<file path="src/rtl/sgpb_pkg.sv">
// ============================================================================
// Spatial grid binner package
// Shared codes, field widths, defaults and a helper function.
// ============================================================================
package sgpb_pkg;

    // Request codes carried on req_type.
    typedef enum logic [1:0] {
        REQ_REGISTER   = 2'd0,
        REQ_UNREGISTER = 2'd1,
        REQ_CLEAR      = 2'd2,
        REQ_READ       = 2'd3
    } req_t;

    // Result status codes.
    typedef enum logic [1:0] {
        ST_OK        = 2'd0,
        ST_OUTSIDE   = 2'd1,
        ST_NOT_FOUND = 2'd2
    } status_t;

    // Configuration register indexes.
    localparam logic [2:0] CFG_MIN_X     = 3'd0;
    localparam logic [2:0] CFG_MIN_Y     = 3'd1;
    localparam logic [2:0] CFG_CELL_EDGE = 3'd2;
    localparam logic [2:0] CFG_RES_X     = 3'd3;
    localparam logic [2:0] CFG_RES_Y     = 3'd4;

    // Fixed field widths.
    localparam int POS_W      = 24;
    localparam int CS_W       = 23;
    localparam int RES_W      = 7;
    localparam int CFG_IDX_W  = 3;
    localparam int CFG_DATA_W = 24;
    localparam int EFF_W      = 11;          // holds a column or row count up to 2047
    localparam int Q_W        = POS_W + 1;   // magnitude of a position difference
    localparam int QUEUE_DEPTH = 2;

    // Reset values of the configuration registers.
    localparam logic [POS_W-1:0] MIN_X_RST     = '0;
    localparam logic [POS_W-1:0] MIN_Y_RST     = '0;
    localparam logic [CS_W-1:0]  CELL_EDGE_RST = 23'd256;
    localparam logic [RES_W-1:0] RES_X_RST     = 7'd64;
    localparam logic [RES_W-1:0] RES_Y_RST     = 7'd64;

    // Default parameter values.
    localparam int MAX_COLS_DEF   = 64;
    localparam int MAX_ROWS_DEF   = 64;
    localparam int SLOT_LIMIT_DEF = 15;
    localparam int ID_WIDTH_DEF   = 16;

    // Bits needed to index n entries, never less than one.
    function automatic int bits_for(input int n);
        int w;
        begin
            w = (n > 1) ? $clog2(n) : 1;
            return w;
        end
    endfunction

endpackage

</file>
<file path="src/rtl/sgpb_front.sv">
// ============================================================================
// Spatial grid binner front end
// Takes requests, maps positions to cells with two bit-serial dividers and
// queues a classified command for the cell engine.
// ============================================================================
module sgpb_front #(
    parameter int MAX_COLS   = sgpb_pkg::MAX_COLS_DEF,
    parameter int MAX_ROWS   = sgpb_pkg::MAX_ROWS_DEF,
    parameter int SLOT_LIMIT = sgpb_pkg::SLOT_LIMIT_DEF,
    parameter int ID_WIDTH   = sgpb_pkg::ID_WIDTH_DEF
) (
    input  logic                                           clk,
    input  logic                                           rst_n,
    input  logic                                           push,
    output logic                                           busy,
    input  logic [1:0]                                     req_type,
    input  logic [sgpb_pkg::POS_W-1:0]                     pos_x,
    input  logic [sgpb_pkg::POS_W-1:0]                     pos_y,
    input  logic [ID_WIDTH-1:0]                            particle_id,
    input  logic [sgpb_pkg::bits_for(SLOT_LIMIT+1)-1:0]    slot_sel,
    input  logic [sgpb_pkg::POS_W-1:0]                     min_x,
    input  logic [sgpb_pkg::POS_W-1:0]                     min_y,
    input  logic [sgpb_pkg::CS_W-1:0]                      cell_edge,
    input  logic [sgpb_pkg::RES_W-1:0]                     res_x,
    input  logic [sgpb_pkg::RES_W-1:0]                     res_y,
    output logic                                           cmd_push,
    output logic [2+1+sgpb_pkg::bits_for(MAX_COLS*MAX_ROWS)+ID_WIDTH
                  +sgpb_pkg::bits_for(SLOT_LIMIT+1)-1:0]   cmd_data,
    input  logic                                           cmd_full
);

    localparam int Q_W    = sgpb_pkg::Q_W;
    localparam int CS_W   = sgpb_pkg::CS_W;
    localparam int EFF_W  = sgpb_pkg::EFF_W;
    localparam int CIDX_W = sgpb_pkg::bits_for(MAX_COLS * MAX_ROWS);
    localparam int CNT_W  = sgpb_pkg::bits_for(SLOT_LIMIT + 1);
    localparam int X_W    = sgpb_pkg::bits_for(MAX_COLS);
    localparam int Y_W    = sgpb_pkg::bits_for(MAX_ROWS);
    localparam int STEP_W = $clog2(Q_W + 1);

    typedef enum logic [2:0] {
        F_IDLE,
        F_DIV,
        F_CLS,
        F_MUL,
        F_PUSH
    } fstate_t;

    fstate_t           state_reg;
    logic [STEP_W-1:0] step_reg;
    logic [1:0]        req_reg;
    logic [ID_WIDTH-1:0] id_reg;
    logic [CNT_W-1:0]  sel_reg;
    logic [CS_W-1:0]   den_reg;
    logic              neg_x_reg;
    logic              neg_y_reg;
    logic [Q_W-1:0]    quo_x_reg;
    logic [Q_W-1:0]    quo_y_reg;
    logic [CS_W-1:0]   rem_x_reg;
    logic [CS_W-1:0]   rem_y_reg;
    logic [EFF_W-1:0]  cols_reg;
    logic [EFF_W-1:0]  rows_reg;
    logic [X_W-1:0]    cx_reg;
    logic [Y_W-1:0]    cy_reg;
    logic              outside_reg;
    logic [CIDX_W-1:0] cidx_reg;

    logic [Q_W:0]      num_x;
    logic [Q_W:0]      num_y;
    logic [CS_W+Q_W-1:0] div_x;
    logic [CS_W+Q_W-1:0] div_y;
    logic [Q_W:0]      mag_x;
    logic [Q_W:0]      mag_y;
    logic [EFF_W-1:0]  cols_eff;
    logic [EFF_W-1:0]  rows_eff;

    // One restoring step: shift in the next dividend bit, subtract when it fits.
    function automatic logic [CS_W+Q_W-1:0] div_step(
        input logic [CS_W-1:0] rem,
        input logic [Q_W-1:0]  quo,
        input logic [CS_W-1:0] den
    );
        logic [CS_W:0]   trial;
        logic            fits;
        logic [CS_W-1:0] rem_n;
        begin
            trial = {rem, quo[Q_W-1]};
            fits  = (trial >= {1'b0, den});
            rem_n = fits ? CS_W'(trial - {1'b0, den}) : trial[CS_W-1:0];
            return {rem_n, quo[Q_W-2:0], fits};
        end
    endfunction

    // Resolution 0 counts as one; anything above the grid bound saturates.
    function automatic logic [EFF_W-1:0] eff_res(input logic [sgpb_pkg::RES_W-1:0] r,
                                                 input logic [EFF_W-1:0] max_v);
        logic [EFF_W-1:0] v;
        begin
            v = EFF_W'(r);
            if (r == '0)
            begin
                v = EFF_W'(1);
            end
            else if (v > max_v)
            begin
                v = max_v;
            end
            return v;
        end
    endfunction

    assign num_x    = {{2{pos_x[sgpb_pkg::POS_W-1]}}, pos_x}
                    - {{2{min_x[sgpb_pkg::POS_W-1]}}, min_x};
    assign num_y    = {{2{pos_y[sgpb_pkg::POS_W-1]}}, pos_y}
                    - {{2{min_y[sgpb_pkg::POS_W-1]}}, min_y};
    assign div_x    = div_step(rem_x_reg, quo_x_reg, den_reg);
    assign div_y    = div_step(rem_y_reg, quo_y_reg, den_reg);
    // Floor division of a negative value rounds the magnitude up.
    assign mag_x    = {1'b0, quo_x_reg} + (Q_W+1)'(neg_x_reg && (rem_x_reg != '0));
    assign mag_y    = {1'b0, quo_y_reg} + (Q_W+1)'(neg_y_reg && (rem_y_reg != '0));
    assign cols_eff = eff_res(res_x, EFF_W'(MAX_COLS));
    assign rows_eff = eff_res(res_y, EFF_W'(MAX_ROWS));

    assign busy     = (state_reg != F_IDLE);
    assign cmd_push = (state_reg == F_PUSH);
    assign cmd_data = {req_reg, outside_reg, cidx_reg, id_reg, sel_reg};

    always_ff @(posedge clk or negedge rst_n)
    begin
        if (!rst_n)
        begin
            state_reg <= F_IDLE;
            step_reg  <= '0;
        end
        else
        begin
            case (state_reg)
                F_IDLE:
                begin
                    if (push)
                    begin
                        req_reg   <= req_type;
                        id_reg    <= particle_id;
                        sel_reg   <= slot_sel;
                        den_reg   <= (cell_edge == '0) ? CS_W'(1) : cell_edge;
                        neg_x_reg <= num_x[Q_W];
                        neg_y_reg <= num_y[Q_W];
                        quo_x_reg <= num_x[Q_W] ? Q_W'(-num_x) : num_x[Q_W-1:0];
                        quo_y_reg <= num_y[Q_W] ? Q_W'(-num_y) : num_y[Q_W-1:0];
                        rem_x_reg <= '0;
                        rem_y_reg <= '0;
                        cols_reg  <= cols_eff;
                        rows_reg  <= rows_eff;
                        step_reg  <= '0;
                        state_reg <= F_DIV;
                    end
                end
                F_DIV:
                begin
                    {rem_x_reg, quo_x_reg} <= div_x;
                    {rem_y_reg, quo_y_reg} <= div_y;
                    step_reg <= step_reg + 1'b1;
                    if (step_reg == STEP_W'(Q_W - 1))
                    begin
                        state_reg <= F_CLS;
                    end
                end
                F_CLS:
                begin
                    outside_reg <= (neg_x_reg && (mag_x != '0))
                                || (neg_y_reg && (mag_y != '0))
                                || (!neg_x_reg && (mag_x >= (Q_W+1)'(cols_reg)))
                                || (!neg_y_reg && (mag_y >= (Q_W+1)'(rows_reg)));
                    if (neg_x_reg)
                    begin
                        cx_reg <= '0;
                    end
                    else if (mag_x >= (Q_W+1)'(cols_reg))
                    begin
                        cx_reg <= X_W'(cols_reg - 1'b1);
                    end
                    else
                    begin
                        cx_reg <= mag_x[X_W-1:0];
                    end
                    if (neg_y_reg)
                    begin
                        cy_reg <= '0;
                    end
                    else if (mag_y >= (Q_W+1)'(rows_reg))
                    begin
                        cy_reg <= Y_W'(rows_reg - 1'b1);
                    end
                    else
                    begin
                        cy_reg <= mag_y[Y_W-1:0];
                    end
                    state_reg <= F_MUL;
                end
                F_MUL:
                begin
                    cidx_reg  <= CIDX_W'(cx_reg) + CIDX_W'(CIDX_W'(cy_reg) * CIDX_W'(cols_reg));
                    state_reg <= F_PUSH;
                end
                F_PUSH:
                begin
                    if (!cmd_full)
                    begin
                        state_reg <= F_IDLE;
                    end
                end
                default:
                begin
                    state_reg <= F_IDLE;
                end
            endcase
        end
    end

endmodule

</file>
<file path="config.mk">
export PLATFORM = sky130hd
export DESIGN_NAME = sgpb_front
export DESIGN_NICKNAME = d
export VERILOG_FILES = /design/src/rtl/sgpb_pkg.sv /design/src/rtl/sgpb_front.sv
export SDC_FILE = /design/constraint.sdc
export NUM_CORES = 1
export LEC_CHECK = 0
export BUFFER_PORTS_ARGS = -buffer_cell sky130_fd_sc_hd__buf_4
export CORE_AREA = 2 2 240 242
export DETAILED_ROUTE_END_ITERATION = 10
export DIE_AREA = 0 0 242 244
export GPL_TIMING_DRIVEN = 0
export HOLD_SLACK_MARGIN = 0.05
export PLACE_DENSITY_LB_ADDON = 0.1
export SLEW_MARGIN = 0
export SYNTH_ARGS = -nofsm -noshare
export SYNTH_HDL_FRONTEND = slang
export SYNTH_SLANG_ARGS = --single-unit
export TNS_END_PERCENT = 100
</file>
<file path="constraint.sdc">
create_clock -name clk -period 5.2 [get_ports clk]
set_clock_uncertainty 0.05 [all_clocks]
set_input_delay 0.26 -clock clk [delete_from_list [all_inputs] [get_ports clk]]
set_output_delay 0.26 -clock clk [all_outputs]
set_load 0.02 [all_outputs]
</file>
==> metrics.yaml <==
ff2ff_setup_slack_ns: 0.37
synth_ff_type: "edfxtp_1"
p_seq_share_pct: 32.2
dieWidth_microns: 242
gr-usage-all-layers_pct: 16.3
worstPathRequired_ns: 5.34
r2r_start: "quo_x_reg[24]"
path_clk_slew_ns: 0.07
synth-edff-count: 182
cell_internal_pwr_uw: 5350
cts_buffer_depth: 2
max_slew_margin_pct: 20.3
worstPathArrival_ns: 4.97
die_y_microns: 244
first_global_vias: 14400
synth_area_sq_um: 16700
grt_pass1_wl_microns: 77500
combPwrFrac_pct: 52.6
max_cap_viol_count: 0
worst_pin_slew_ns: 1.18
yosysWarnings: 0
clock_sinks: 190
grt_busiest_layer: "met2"
startpoint_type: "flip-flop"
p_sw_uw: 4070
grt_setup_unrepaired: "false"
vias_per_cell: 4.95
clk_latency_ns: 0.46
io_buffers: 195
status: "complete, no violations"
switching_share_pct: 43.2
setup_viol: 0
postLayoutCoreUtil_pct: 36.3
gp_congestion: 0.836
final-max-slew-violation-count: 0
finalHoldViolations: 0
post-route-min-period_ns: 4.83
ff2ff_path_depth: 15
p_leak_uw: 0.00851
drc: 0
areaGrowthSynthToFinish_pct: 21.9
min_to: "cols_reg[3]"
yosysUniqueCellTypes: 84
rr_endpoint: "rem_x_reg[19]"
end_kind: "flip-flop"
grt_util_met3_pct: 1.98
yosysTopAreaCellShare_pct: 32.6
ir_drop_mv: 0.277
start_util_pct: 29.8
yosys-top-cells-area: "edfxtp_1, ha_1, xnor2_1"
first_pass_iters: 6
p_total_uw: 9420
drt_iter0_drc: 782
postCtsSetupBuffers: 0
via_count: 14500
drive_above_1_share_pct: 12.3
async_reset_ff_share_pct: 4.21
syn_nets: 2212
hpwl_microns: 37900
cp_max_fo: 10
max_freq_mhz: 207
ys_ff_latch: 190
wirelength_microns: 48100
numCtsBuffers: 17
netlist_instances: 1878
synth-seq-area-share_pct: 33.8
wire_per_inst_microns: 16.5
cts-root-buf: "clkbuf_16"
use_met2_pct: 28.1
rows: 87
dieArea_sq_um: 59000
core_area_sq_um: 56200
p_per_area_nw_per_um2: 461
pwr-share-clk_pct: 15.2
cts_tree: "yes"
grt_max_degree: 62
htreeDepth: 4
grt_use_met1_pct: 21.8
overflow: 0
postRouteAntennaNets: 0
period_share_pct: 92.9
final_nets: 2484
min_from: "res_x[3]"
fin_ws_ns: 0.368
antenna_found_initial: 3
place_ws_ns: 0.260
avgSynthCellArea_sq_um: 8.92
worstHoldPathType: "primary input to flip-flop"
whs_path_depth: 2
fin_setup_tns_ns: 0
cts_resized: 0
ios: 196
yosys.area.top_type: "edfxtp_1"
path_class: "flip-flop to flip-flop"
stage by stage:
step / instances / instance area [sq um] / hold slack, ns
after floorplan: 1878 / 16700 / -0.0856
after global placement: 2829 / 19200 / 0.0458
after detailed placement: 2833 / 19200 / 0.0499
after CTS: 2917 / 20400 / 0.0504
after global routing: 2920 / 20400 / 0.0807
final: 2920 / 20400 / 0.0726
per-layer routing:
layer | wire length [microns] | share of wire, % | up-vias
met4 | 446 | 0.93 | 0
met1 | 23200 | 48 | 6847
li1 | - | - | 7342
met3 | 1470 | 3.1 | 25
met5 | 0 | 0 | -
met2 | 23000 | 48 | 241
synthesized netlist by cell type, drive strengths merged, types with 29 or more instances:
cell	n
o21ai	94
a21o	41
xor2	56
nor4	32
edfxtp	182
clkbuf	69
ha	148
nand2	149
nor3	49
a211oi	29
and2	37
nor2	169
xnor2	77
mux2i	35
a21oi	124
nand3	53
nor2b	30
inv	164
power by group through the flow:
stage | Combinational [uW] | Clock (uW) | Sequential [uW]
after detailed placement | 4950 | 0 | 3070
after global placement | 4880 | 0 | 3090
final | 4950 | 1430 | 3040
after CTS | 5020 | 1480 | 3040
after global routing | 5610 | 1530 | 3110
after floorplan | 3620 | 0 | 2890
worst max-delay path, cell delays in order, from the launching register on:
cell and delay [ns]:
edfxtp_1 0.40, inv_1 0.15, ha_1 0.24, fa_1 0.40, nand2b_1 0.16, a21boi_0 0.24
o21ai_0 0.16, a21oi_1 0.25, a21oi_1 0.20, o21ai_0 0.43, nor4_1 0.15, o21ai_0 0.18
buf_1 0.55, clkbuf_1 0.67, mux2i_1 0.27, nor2_1 0.06
cell usage in the layout (no fill, tap or decap), drive strengths merged, types with 8 or more instances in the layout:
cell / count
o211ai: 16
mux2i: 35
o21bai: 11
fa: 27
dlygate4sd3: 54
nand3: 53
clkbuf: 87
and3: 18
o31ai: 15
o21ai: 94
or2: 10
nand4: 19
nor4: 32
nand2: 149
edfxtp: 182
or4: 9
dfrtp: 8
a21oi: 124
and4: 8
nor2: 169
a31oi: 11
inv: 168
nor3: 49
a21o: 41
a211oi: 29
buf: 205
o21a: 27
xor2: 56
a2111oi: 9
xnor2: 77
nor2b: 30
or3: 21
ha: 148
nand2b: 17
and2: 37
timing repair:
item / 4_1_cts / 5_1_grt
endpoints found under the hold margin: 62 / 0
setup endpoints to repair: 0 / 0
hold buffers: 54 / 0
cell families after synthesis:
| group | synth area share (%) |
|---|---|
| AO/OA/AOI/OAI | 17.9 |
| AND/OR/NAND/NOR | 19.1 |
| XOR/XNOR | 6.96 |
| multiplexers | 2.50 |
| adder cells (fa/ha/maj) | 14.3 |
| flip-flops | 33.8 |
| buffers and inverters | 5.42 |
worst max-delay path by stage:
stage                  start            end  slack (ns)  cells past startpoint
6_report       quo_x_reg[24]  rem_x_reg[19]        0.37                     15
3_3_place_gp    state_reg[0]  quo_x_reg[23]       -0.43                      3
5_1_grt        quo_x_reg[24]  rem_x_reg[10]        0.03                     15
2_1_floorplan    cols_reg[2]   cidx_reg[11]        0.88                     19
4_1_cts        quo_x_reg[24]  rem_x_reg[19]        0.25                     15
3_5_place_dp        pos_y[0]   quo_y_reg[5]        0.26                     17
layout make-up:
cell class / instances / area [sq um]
Sequential cell: 190 / 5670
Buffer: 75 / 289
Antenna cell: 3 / 7.51
Clock buffer: 18 / 429
Fill cell: 5836 / 35800
Timing Repair Buffer: 253 / 2080
Multi-Input combinational cell: 1448 / 10200
Inverter: 165 / 619
Tap cell: 756 / 946
Clock inverter: 12 / 184
No activity file was read; power rests on OpenSTA's default activity.
