[src/rtl/sgpb_pkg.sv]
// ============================================================================
// Spatial grid binner package
// Shared codes, field widths, defaults and a helper function.
// ============================================================================
package sgpb_pkg;

    // Request codes carried on req_type.
    typedef enum logic [1:0] {
        REQ_REGISTER   = 2'd0,
        REQ_UNREGISTER = 2'd1,
        REQ_CLEAR      = 2'd2,
        REQ_READ       = 2'd3
    } req_t;

    // Result status codes.
    typedef enum logic [1:0] {
        ST_OK        = 2'd0,
        ST_OUTSIDE   = 2'd1,
        ST_NOT_FOUND = 2'd2
    } status_t;

    // Configuration register indexes.
    localparam logic [2:0] CFG_MIN_X     = 3'd0;
    localparam logic [2:0] CFG_MIN_Y     = 3'd1;
    localparam logic [2:0] CFG_CELL_EDGE = 3'd2;
    localparam logic [2:0] CFG_RES_X     = 3'd3;
    localparam logic [2:0] CFG_RES_Y     = 3'd4;

    // Fixed field widths.
    localparam int POS_W      = 24;
    localparam int CS_W       = 23;
    localparam int RES_W      = 7;
    localparam int CFG_IDX_W  = 3;
    localparam int CFG_DATA_W = 24;
    localparam int EFF_W      = 11;          // holds a column or row count up to 2047
    localparam int Q_W        = POS_W + 1;   // magnitude of a position difference
    localparam int QUEUE_DEPTH = 2;

    // Reset values of the configuration registers.
    localparam logic [POS_W-1:0] MIN_X_RST     = '0;
    localparam logic [POS_W-1:0] MIN_Y_RST     = '0;
    localparam logic [CS_W-1:0]  CELL_EDGE_RST = 23'd256;
    localparam logic [RES_W-1:0] RES_X_RST     = 7'd64;
    localparam logic [RES_W-1:0] RES_Y_RST     = 7'd64;

    // Default parameter values.
    localparam int MAX_COLS_DEF   = 64;
    localparam int MAX_ROWS_DEF   = 64;
    localparam int SLOT_LIMIT_DEF = 15;
    localparam int ID_WIDTH_DEF   = 16;

    // Bits needed to index n entries, never less than one.
    function automatic int bits_for(input int n);
        int w;
        begin
            w = (n > 1) ? $clog2(n) : 1;
            return w;
        end
    endfunction

endpackage

[src/rtl/sgpb_queue.sv]
// ============================================================================
// Spatial grid binner command queue
// Small FIFO that decouples the classifying front end from the cell engine.
// ============================================================================
module sgpb_queue #(
    parameter int WIDTH = 8,
    parameter int DEPTH = sgpb_pkg::QUEUE_DEPTH
) (
    input  logic             clk,
    input  logic             rst_n,
    input  logic             wr_en,
    input  logic [WIDTH-1:0] wr_data,
    output logic             q_full,
    input  logic             rd_en,
    output logic [WIDTH-1:0] rd_data,
    output logic             q_empty
);

    localparam int PTR_W = sgpb_pkg::bits_for(DEPTH);
    localparam int CNT_W = $clog2(DEPTH + 1);

    logic [WIDTH-1:0] slots_reg [DEPTH];
    logic [PTR_W-1:0] wr_ptr_reg;
    logic [PTR_W-1:0] rd_ptr_reg;
    logic [CNT_W-1:0] fill_reg;
    logic             do_wr;
    logic             do_rd;

    assign q_full  = (fill_reg == CNT_W'(DEPTH));
    assign q_empty = (fill_reg == '0);
    assign do_wr   = wr_en && !q_full;
    assign do_rd   = rd_en && !q_empty;
    assign rd_data = slots_reg[rd_ptr_reg];

    always_ff @(posedge clk)
    begin
        if (do_wr)
        begin
            slots_reg[wr_ptr_reg] <= wr_data;
        end
    end

    always_ff @(posedge clk or negedge rst_n)
    begin
        if (!rst_n)
        begin
            wr_ptr_reg <= '0;
            rd_ptr_reg <= '0;
            fill_reg   <= '0;
        end
        else
        begin
            if (do_wr)
            begin
                wr_ptr_reg <= (wr_ptr_reg == PTR_W'(DEPTH - 1)) ? '0 : wr_ptr_reg + 1'b1;
            end
            if (do_rd)
            begin
                rd_ptr_reg <= (rd_ptr_reg == PTR_W'(DEPTH - 1)) ? '0 : rd_ptr_reg + 1'b1;
            end
            if (do_wr && !do_rd)
            begin
                fill_reg <= fill_reg + 1'b1;
            end
            else if (do_rd && !do_wr)
            begin
                fill_reg <= fill_reg - 1'b1;
            end
        end
    end

endmodule

[config.mk]
export PLATFORM = sky130hd
export DESIGN_NAME = sgpb_queue
export DESIGN_NICKNAME = d
export VERILOG_FILES = /design/src/rtl/sgpb_pkg.sv /design/src/rtl/sgpb_queue.sv
export SDC_FILE = /design/constraint.sdc
export NUM_CORES = 1
export LEC_CHECK = 0
export BUFFER_PORTS_ARGS = -buffer_cell sky130_fd_sc_hd__buf_4
export CAP_MARGIN = 10
export CORE_UTILIZATION = 30
export CTS_BUF_LIST = sky130_fd_sc_hd__clkbuf_8
export CTS_CLUSTER_DIAMETER = 100
export DETAILED_ROUTE_END_ITERATION = 8
export PLACE_DENSITY = 0.56
export SKIP_LAST_GASP = 1
export SYNTH_ARGS = -nofsm -noshare
export SYNTH_HDL_FRONTEND = slang
export SYNTH_SLANG_ARGS = --single-unit
[constraint.sdc]
create_clock -name clk -period 1.7 [get_ports clk]
set_clock_uncertainty 0.05 [all_clocks]
set_input_delay 0.34 -clock clk [delete_from_list [all_inputs] [get_ports clk]]
set_output_delay 0.34 -clock clk [all_outputs]
set_load 0.02 [all_outputs]
==> metrics.yaml, run 1 <==
outcome:
  status: "finished with violations"
  violations: "DRC"
run:
  drv_cap: 0
logic_synthesis:
  syn_inst: 44
  synth_seq_area_share: 0.742
  synth_enable_flop_cells: 16
  post-synth-top-area-cell: "edfxtp_1"
  synth_ff_type: "edfxtp_1"
  netlist_area_um2: 782
  synthArstFlopShare: 0.200
  post_synth_num_cell_types: 15
  ys_warn_count: 0
  syn_avg_cell_area_um2: 17.8
  yosys.area.top_type_share: 0.614
  syn-num-nets: 57
  yosysMostFrequentCell: "edfxtp_1"
  synth_area_leaders: "edfxtp_1, dfrtp_1, mux2_1"
  ys_ff_latch: 20
  yosys-top-cells-count: "edfxtp_1, mux2_1, dfrtp_1, nor2_1"
setup_path:
  worstSetupPathType: "reg2out"
  crit_family: "flip-flops"
  cp-end-kind: "output port"
  cp_data_required_time_ps: 1310
  cp-start-kind: "register"
  arrival_ps: 1240
  cpPeakStageDelay_ps: 480
  cp_slowest_cell: "dfrtp_2"
  path_cells: "mux2_2 > buf_4"
  critPathMaxFanout: 9
  cp.buffers_inverters: 1
timing:
  max-slew-margin-rel: 0.737
  hold_slack_ps: 220
  drv_slew: 0
  setup_viol: 0
  period_minus_slack_ps: 1630
  fin_ws_ps: 66.2
  hold_violations: 0
  fmax_mhz: 612
  worstMarginPinSlew_ps: 395
  finalCritPeriodShare: 0.961
  timing.setup.tns_ps: 0
  rsz0062_at_grt: "no"
clocking:
  cts_buffers: 3
  clock-root-buffer: "clkbuf_8"
  cts_max_level: 1
  clock_latency_ps: 250
  clock_sinks: 20
  cts.clk_slew.worst_paths_ps: 70
  cts_tree: "yes"
  cts_max_path_buffers: 2
pwr:
  finalPower_mw: 1.93
  p_leak_nw: 0.440
  powerDensity_nw_per_um2: 1810
  vdd_drop_max_uv: 845
global_routing:
  grt_pass1_wl_um: 1870
  overflow: 0
  grtUsageTotal: 0.0956
  grt_pass1_vias: 422
  grt_max_degree: 13
  antenna_found_initial: 0
routing:
  vias: 430
  drt_iter0_drc: 2
  wirelength_um: 1160
  wl_per_cell_um: 11.5
  viasPerCell: 4.26
  drt_pass1_iterations: 6
  ant_nets: 0
  drc: 1
floorplanning:
  die_h_um: 53.1
  die_w_um: 53.1
  core_um2: 2480
  core.rowCount: 18
  initial_core_util: 0.316
  ios: 22
  die-area_um2: 2810
worst_hold_path:
  min_path_type: "in2reg"
placement:
  post-place-ws_ps: 171
  gp_congestion: 0.658
  placed_cell_area_um2: 980
  dp_hpwl_um: 835
  port_buffers: 21
  post-place-cells: 95
cells_and_area:
  area_delta_synth_final_pct: 36.8
  num-fill-cells: 243
  final_cells: 101
  utilization: 0.432
  fin_area_um2: 1070
  drive_gt1_frac: 0.451
  antenna_cells: 0
  largest_reg_flops: 16
  layout.nets: 85
layer usage:
layer / wire (µm) / vias up / global-route usage / part of all wire
met1: 555 / 205 / 0.124 / 0.48
met4: 0 / 0 / 0.0526 / 0
met5: 0 / - / 0 / 0
met3: 105 / 0 / 0.0230 / 0.090
li1: - / 209 / - / -
met2: 503 / 16 / 0.146 / 0.43
cell type report:
type,count,area [µm²],share of cell area
inverter,2,7.51,0.00702
clock buffer,3,41.3,0.0386
multi-input combinational,21,189,0.177
clock inverter,1,30.0,0.0281
timing repair buffer,24,183,0.171
sequential,20,582,0.544
tap,30,37.5,0.0351
placed cells by master (no fill, tap or decap):
cell type,synthesis,layout
nand2b_1,1,1
xor2_1,2,2
xnor2_1,2,2
dfrtp_2,0,1
nor2_1,3,3
dlygate4sd3_1,0,1
mux2_2,2,2
clkbuf_8,0,3
bufinv_16,0,1
nand2_2,1,1
o21ai_1,1,1
edfxtp_1,16,16
mux2_1,6,6
inv_1,2,2
xnor2_2,1,1
ha_1,1,1
dfrtp_1,4,3
and3_1,1,1
buf_4,0,23
repair_timing:
item / CTS / global route
endpoints found under the hold margin: 4 / 0
hold buffers: 1 / 0
buffers inserted: 0 / 1
pin swaps: 0 / 0
setup endpoints to repair: 8 / 3
resized for setup: 1 / 0
path summary, 6_finish.rpt:
check / start / to / slack, ps / cells past startpoint
worst max-delay path: rd_ptr_reg / rd_data[2] / 70 / 2
worst min-delay path: wr_data[1] / slots_reg[0][1] / 220 / 1
worst max register to register: fill_reg[0] / fill_reg[1] / 150 / 7
worst min register to register: wr_ptr_reg / wr_ptr_reg / 460 / 1
max in group asynchronous: rst_n / rd_ptr_reg / 1120 / 2
min in group asynchronous: rst_n / wr_ptr_reg / 360 / 2
report_power, final:
group | leakage (nW) | internal, mW | switching, mW | total [mW]
Combinational | 0.210 | 0.345 | 0.341 | 0.686
Sequential | 0.194 | 0.688 | 0.0999 | 0.788
Clock | 0.0357 | 0.314 | 0.145 | 0.459
cells by family (layout without fill, tap and decap cells):
kind of cell,Yosys count,in the layout,share of synthesized area
muxes,8,8,0.115
and+or+nand+nor,6,6,0.0384
DFF,20,20,0.742
buffers and inverters,3,30,0.0160
AOI/OAI and AO/OA,1,1,0.00639
xor gates and xnor gates,5,5,0.0656
adders and majority gates,1,1,0.0160
Power figures use the tool's default switching activity.
==> inputs of run 2 (changes only) <==
CELL_PAD_IN_SITES_DETAIL_PLACEMENT = 0   (was not set)
CELL_PAD_IN_SITES_GLOBAL_PLACEMENT = 2   (was not set)
PLACE_DENSITY = 0.72   (was 0.56)
==> run 2 against run 1 <==
  * The run now ends clean
  * Worst setup slack worse by 34 ps
  * Non-clock buffer count is 1 lower
  * Clock power fell by 22%
  * Clock-buffer cell count grew 1
  * Sequential share of layout area is 1.2 points higher
  * Final cell count down 0.99%
==> metrics.yaml, run 2 (synthesis gave the netlist of run 1 again) <==
timing:
  hold_slack_ps: 214  # -5.97 ps
  worstMarginPinSlew_ps: 389  # -5.84 ps
  drv_slew: 0  # unchanged
  fin_ws_ps: 31.9  # -34.3 ps
  setup_viol: 0  # unchanged
  period_minus_slack_ps: 1670  # +34.3 ps
  timing.setup.tns_ps: 0  # unchanged
  fmax_mhz: 599  # -2.1%
  hold_violations: 0  # unchanged
  finalCritPeriodShare: 0.981  # +0.0202
  rsz0062_at_grt: "yes"
  max-slew-margin-rel: 0.740  # +0.00389
run:
  drv_cap: 0  # unchanged
setup_path:
  arrival_ps: 1280  # +40 ps
  cp-end-kind: "output port"
  critPathMaxFanout: 9  # unchanged
  worstSetupPathType: "reg2out"
  cpPeakStageDelay_ps: 500  # +20 ps
  rrSetupSlack_ps: 180  # +30 ps
  reg2reg_from: "fill_reg[0]"
  cp-start-kind: "register"
  reg2reg_depth: 6  # -1
  cp_slowest_cell: "dfrtp_2"
  path_cells: "mux2_1 > buf_4"
  cp_data_required_time_ps: 1310  # about the same
  r2r-end: "fill_reg[1]"
cells_and_area:
  seq_area_um2: 582  # unchanged
  final_cells: 100  # -0.99%
  multi_input_area_um2: 189  # unchanged
  drive_gt1_frac: 0.443  # -0.00785
  final_common_cell: "buf_4"
  fin_area_um2: 1050  # -2.2%
  layout_common_cells: "buf_4, edfxtp_1, mux2_1"
  layout.nets: 84  # -1.2%
  num-fill-cells: 245  # +0.82%
  area_delta_synth_final_pct: 33.8
  largest_reg_flops: 16  # unchanged
  antenna_cells: 0  # unchanged
  utilization: 0.422  # -0.00960
floorplanning:
  die_w_um: 53.1  # unchanged
  core.rowCount: 18  # unchanged
  ios: 22  # unchanged
  die_h_um: 53.1  # unchanged
  core_um2: 2480  # unchanged
  die-area_um2: 2810  # unchanged
  initial_core_util: 0.316  # unchanged
routing:
  drt_iter0_drc: 0  # -2
  vias: 418  # -2.8%
  viasPerCell: 4.18  # -1.8%
  drc: 0  # -1
  wirelength_um: 1170  # +0.69%
  wl_per_cell_um: 11.7  # +1.7%
  drt_pass1_iterations: 1  # -5
  ant_nets: 0  # unchanged
clocking:
  post_cts_buffers: 0  # unchanged
  clock_latency_ps: 260  # about the same
  clock_sinks: 20  # unchanged
  cts.clk_slew.worst_paths_ps: 70  # about the same
  cts_buffers: 3  # unchanged
  cts_max_path_buffers: 2  # unchanged
  cts_tree: "yes"
  cts_max_level: 1  # unchanged
  clock-root-buffer: "clkbuf_8"
pwr:
  p_switching_mw: 0.591  # +0.74%
  p_sw_frac: 0.325  # +0.0220
  cell_internal_pwr_mw: 1.22  # -9.0%
  clockPowerShare: 0.196  # -0.041
  p_comb_frac: 0.366  # +0.011
  seq_power_share: 0.439  # +0.031
  vdd_drop_max_uv: 780  # -7.8%
  p_leak_nw: 0.429  # -2.7%
  powerDensity_nw_per_um2: 1740  # -3.9%
  finalPower_mw: 1.82  # -6.1%
worst_hold_path:
  hold_path_depth: 1  # unchanged
  hold_path_end: "slots_reg[0][6]"
  min_path_type: "in2reg"
  hold_path.startpoint: "wr_data[6]"
global_routing:
  antenna_found_initial: 0  # unchanged
  grt_max_degree: 12  # -1
  overflow: 0  # unchanged
  grtUsageTotal: 0.0993  # +0.00365
  grt_pass1_vias: 390  # -7.6%
  grt_pass1_wl_um: 1750  # -6.6%
placement:
  gp_congestion: 0.609  # -7.5%
  port_buffers: 21  # unchanged
  placed_cell_area_um2: 980  # unchanged
  post-place-ws_ps: 177  # +6.07 ps
  dp_hpwl_um: 809  # -3.1%
  post-place-cells: 95  # unchanged
outcome:
  status: "finished, final reports clean"
[run 2: cell count changes in the layout (fill, tap and decap cells not counted), sizes merged]
cell	previous run	this run
bufinv	1	0
clkbuf	3	4
buf	23	22
[run 2: timing repair]
item / in CTS / in global routing
cloned: 0 / 0
endpoints found under the setup margin: 8 / 7
hold endpoints to repair: 4 / 0
resized for setup: 1 / 0
hold buffers: 1 / 0
[run 2: power by group through the flow]
| stage | clock, mW | sequential [mW] | combinational, mW |
|---|---|---|---|
| after global routing | 0.396 | 0.816 | 0.720 |
| after floorplan | 0 | 0.746 | 0.472 |
| after detailed placement | 0 | 0.806 | 0.670 |
| after global placement | 0 | 0.803 | 0.664 |
| final | 0.356 | 0.796 | 0.664 |
| after CTS | 0.365 | 0.800 | 0.674 |
[run 2: layout make-up]
cell class	instances	area share
Clock buffer	4	0.0526
Inverter	2	0.00718
Sequential cell	20	0.556
Timing Repair Buffer	23	0.167
Tap cell	30	0.0359
Multi-Input combinational cell	21	0.181
[run 2: per-layer routing]
layer | up-vias | part of all wire | global-route usage
met1 | 191 | 0.44 | 0.113
met2 | 17 | 0.46 | 0.154
met5 | - | 0 | 0
met3 | 3 | 0.071 | 0.0287
li1 | 207 | - | -
met4 | 0 | 0.029 | 0.0789
[run 2: worst max-delay path: cells and delay by family, from the launching register on]
kind                   cells  cell delay (ps)
flip-flops                 1              500
buffers and inverters      1              160
multiplexers               1              360
[run 2: worst max-delay path by stage]
stage	to	depth (start not counted)	startpoint	slack (ps)
final	rd_data[1]	2	rd_ptr_reg	30
after floorplan	slots_reg[0][0]	3	fill_reg[0]	260
after global routing	rd_data[1]	2	rd_ptr_reg	-30
after detailed placement	fill_reg[1]	7	fill_reg[0]	180
after global placement	rd_data[1]	2	rd_ptr_reg	180
after CTS	rd_data[1]	2	rd_ptr_reg	10
==> inputs of run 3 (changes only) <==
REMOVE_ABC_BUFFERS = 1   (was not set)
==> run 3 against run 2 <==
  * Worst hold slack better by 7.7 ps
  * Routed wire length down 3.9%
  * Clock power up 28%
  * Clock-buffer cell count down 1
  * Fmax up 2.3%
  * Combinational power up 3.3%
  * Critical path type unchanged
==> metrics.yaml, run 3 (synthesis gave the netlist of run 1 again) <==
global_routing:
  grt_max_degree: 13  # +1
  grt_pass1_vias: 396  # +1.5%
  antenna_found_initial: 0  # unchanged
  grtUsageTotal: 0.0876  # -0.0117
  grt_pass1_wl_um: 1720  # -1.5%
  overflow: 0  # unchanged
floorplanning:
  ios: 22  # unchanged
  core.rowCount: 18  # unchanged
  die_w_um: 53.1  # unchanged
  die_h_um: 53.1  # unchanged
  initial_core_util: 0.316  # unchanged
  die-area_um2: 2810  # unchanged
  core_um2: 2480  # unchanged
routing:
  wirelength_um: 1130  # -3.9%
  wl_per_cell_um: 11.1  # -4.9%
  drc: 0  # unchanged
  ant_nets: 0  # unchanged
  drt_iter0_drc: 2  # +2
  vias: 421  # +0.72%
  drt_pass1_iterations: 2  # +1
  viasPerCell: 4.17  # -0.28%
cells_and_area:
  antenna_cells: 0  # unchanged
  final_common_cell: "buf_4"
  layout_common_cells: "buf_4, edfxtp_1, mux2_1"
  area_delta_synth_final_pct: 36.8
  layout.nets: 85  # +1.2%
  num-fill-cells: 242  # -1.2%
  drive_gt1_frac: 0.451  # +0.00785
  fin_area_um2: 1070  # +2.3%
  final_cells: 101  # +1.0%
  largest_reg_flops: 16  # unchanged
  utilization: 0.432  # +0.00960
pwr:
  finalPower_mw: 1.93  # +6.3%
  p_sw_frac: 0.302  # -0.0229
  powerDensity_nw_per_um2: 1800  # +3.9%
  vdd_drop_max_uv: 983  # +26%
  cell_internal_pwr_mw: 1.35  # +9.9%
  p_leak_nw: 0.440  # +2.7%
  clockPowerShare: 0.235  # +0.039
  p_switching_mw: 0.584  # -1.2%
  p_comb_frac: 0.356  # -0.010
  seq_power_share: 0.409  # -0.030
timing:
  hold_violations: 0  # unchanged
  setup_viol: 0  # unchanged
  fin_ws_ps: 69.2  # +37.3 ps
  drv_slew: 0  # unchanged
  finalCritPeriodShare: 0.959  # -0.0219
  hold_slack_ps: 222  # +7.66 ps
  fmax_mhz: 613  # +2.3%
  rsz0062_at_grt: "no"
  period_minus_slack_ps: 1630  # -37.3 ps
  timing.setup.tns_ps: 0  # unchanged
  max-slew-margin-rel: 0.737  # -0.00301
  worstMarginPinSlew_ps: 394  # +4.52 ps
placement:
  gp_congestion: 0.646  # +6.1%
  post-place-ws_ps: 182  # +4.42 ps
  port_buffers: 21  # unchanged
  placed_cell_area_um2: 980  # unchanged
  dp_hpwl_um: 824  # +1.8%
  post-place-cells: 95  # unchanged
clocking:
  clock_latency_ps: 250  # about the same
  cts_tree: "yes"
  cts_max_level: 1  # unchanged
  cts_max_path_buffers: 2  # unchanged
  cts.clk_slew.worst_paths_ps: 70  # about the same
  clock_sinks: 20  # unchanged
  clock-root-buffer: "clkbuf_8"
  cts_buffers: 3  # unchanged
setup_path:
  cp_data_required_time_ps: 1310  # about the same
  path_cells: "mux2_2 > buf_4"
  cp-end-kind: "output port"
  arrival_ps: 1240  # -40 ps
  cp-start-kind: "register"
  critPathMaxFanout: 9  # unchanged
  cpPeakStageDelay_ps: 480  # -20 ps
  worstSetupPathType: "reg2out"
  reg2reg_from: "fill_reg[0]"
  cp_slowest_cell: "dfrtp_2"
  critPathLaunch: "rd_ptr_reg"
worst_hold_path:
  min_path_type: "in2reg"
  hold_path.startpoint: "wr_data[2]"
run:
  drv_cap: 0  # unchanged
outcome:
  status: "finished, final reports clean"
[run 3: cell types whose count changed in the layout (fill, tap and decap cells not counted)]
cell,change
clkbuf_8,-1
bufinv_16,+1
buf_4,+1
[run 3: power by group through the flow]
stage / Combinational (mW) / Clock, mW / Sequential, mW
2_1_floorplan: 0.433 / 0 / 0.776
3_3_place_gp: 0.669 / 0 / 0.803
3_5_place_dp: 0.672 / 0 / 0.806
4_1_cts: 0.679 / 0.466 / 0.799
5_1_grt: 0.741 / 0.478 / 0.814
6_report: 0.686 / 0.454 / 0.789
[run 3: worst max-delay path, delay by kind of cell (launching register included)]
kind | cells | cell delay (ps)
multiplexers | 1 | 360
buffers and inverters | 1 | 160
flip-flops | 1 | 480
[run 3: path summary, 6_finish.rpt]
kind                                         to  slack, ps  depth (start not counted)
worst max-delay path                 rd_data[2]         70                          2
worst min-delay path            slots_reg[0][2]        220                          1
worst max register to register      fill_reg[1]        180                          7
worst min register to register       wr_ptr_reg        480                          1
max in group asynchronous            rd_ptr_reg       1120                          2
min in group asynchronous           fill_reg[0]        360                          2
[run 3: repair_timing]
item / CTS / global route
setup endpoints to repair: 8 / 1
gates cloned: 0 / 0
hold endpoints to repair: 4 / 0
buffers inserted: 0 / 1
hold buffers: 1 / 0
gates resized for setup: 1 / 0
[run 3: layout make-up]
class,count,area (µm²),area share
Sequential cell,20,582,0.544
Timing Repair Buffer,24,183,0.171
Clock buffer,3,41.3,0.0386
Tap cell,30,37.5,0.0351
Clock inverter,1,30.0,0.0281
Multi-Input combinational cell,21,189,0.177
Inverter,2,7.51,0.00702
[run 3: routing by layer]
layer / share of wire / wire (µm) / global-route usage
met5: 0 / 0 / 0
met4: 0 / 0 / 0.0263
met3: 0.083 / 94 / 0.0374
met2: 0.48 / 537 / 0.131
met1: 0.44 / 493 / 0.114
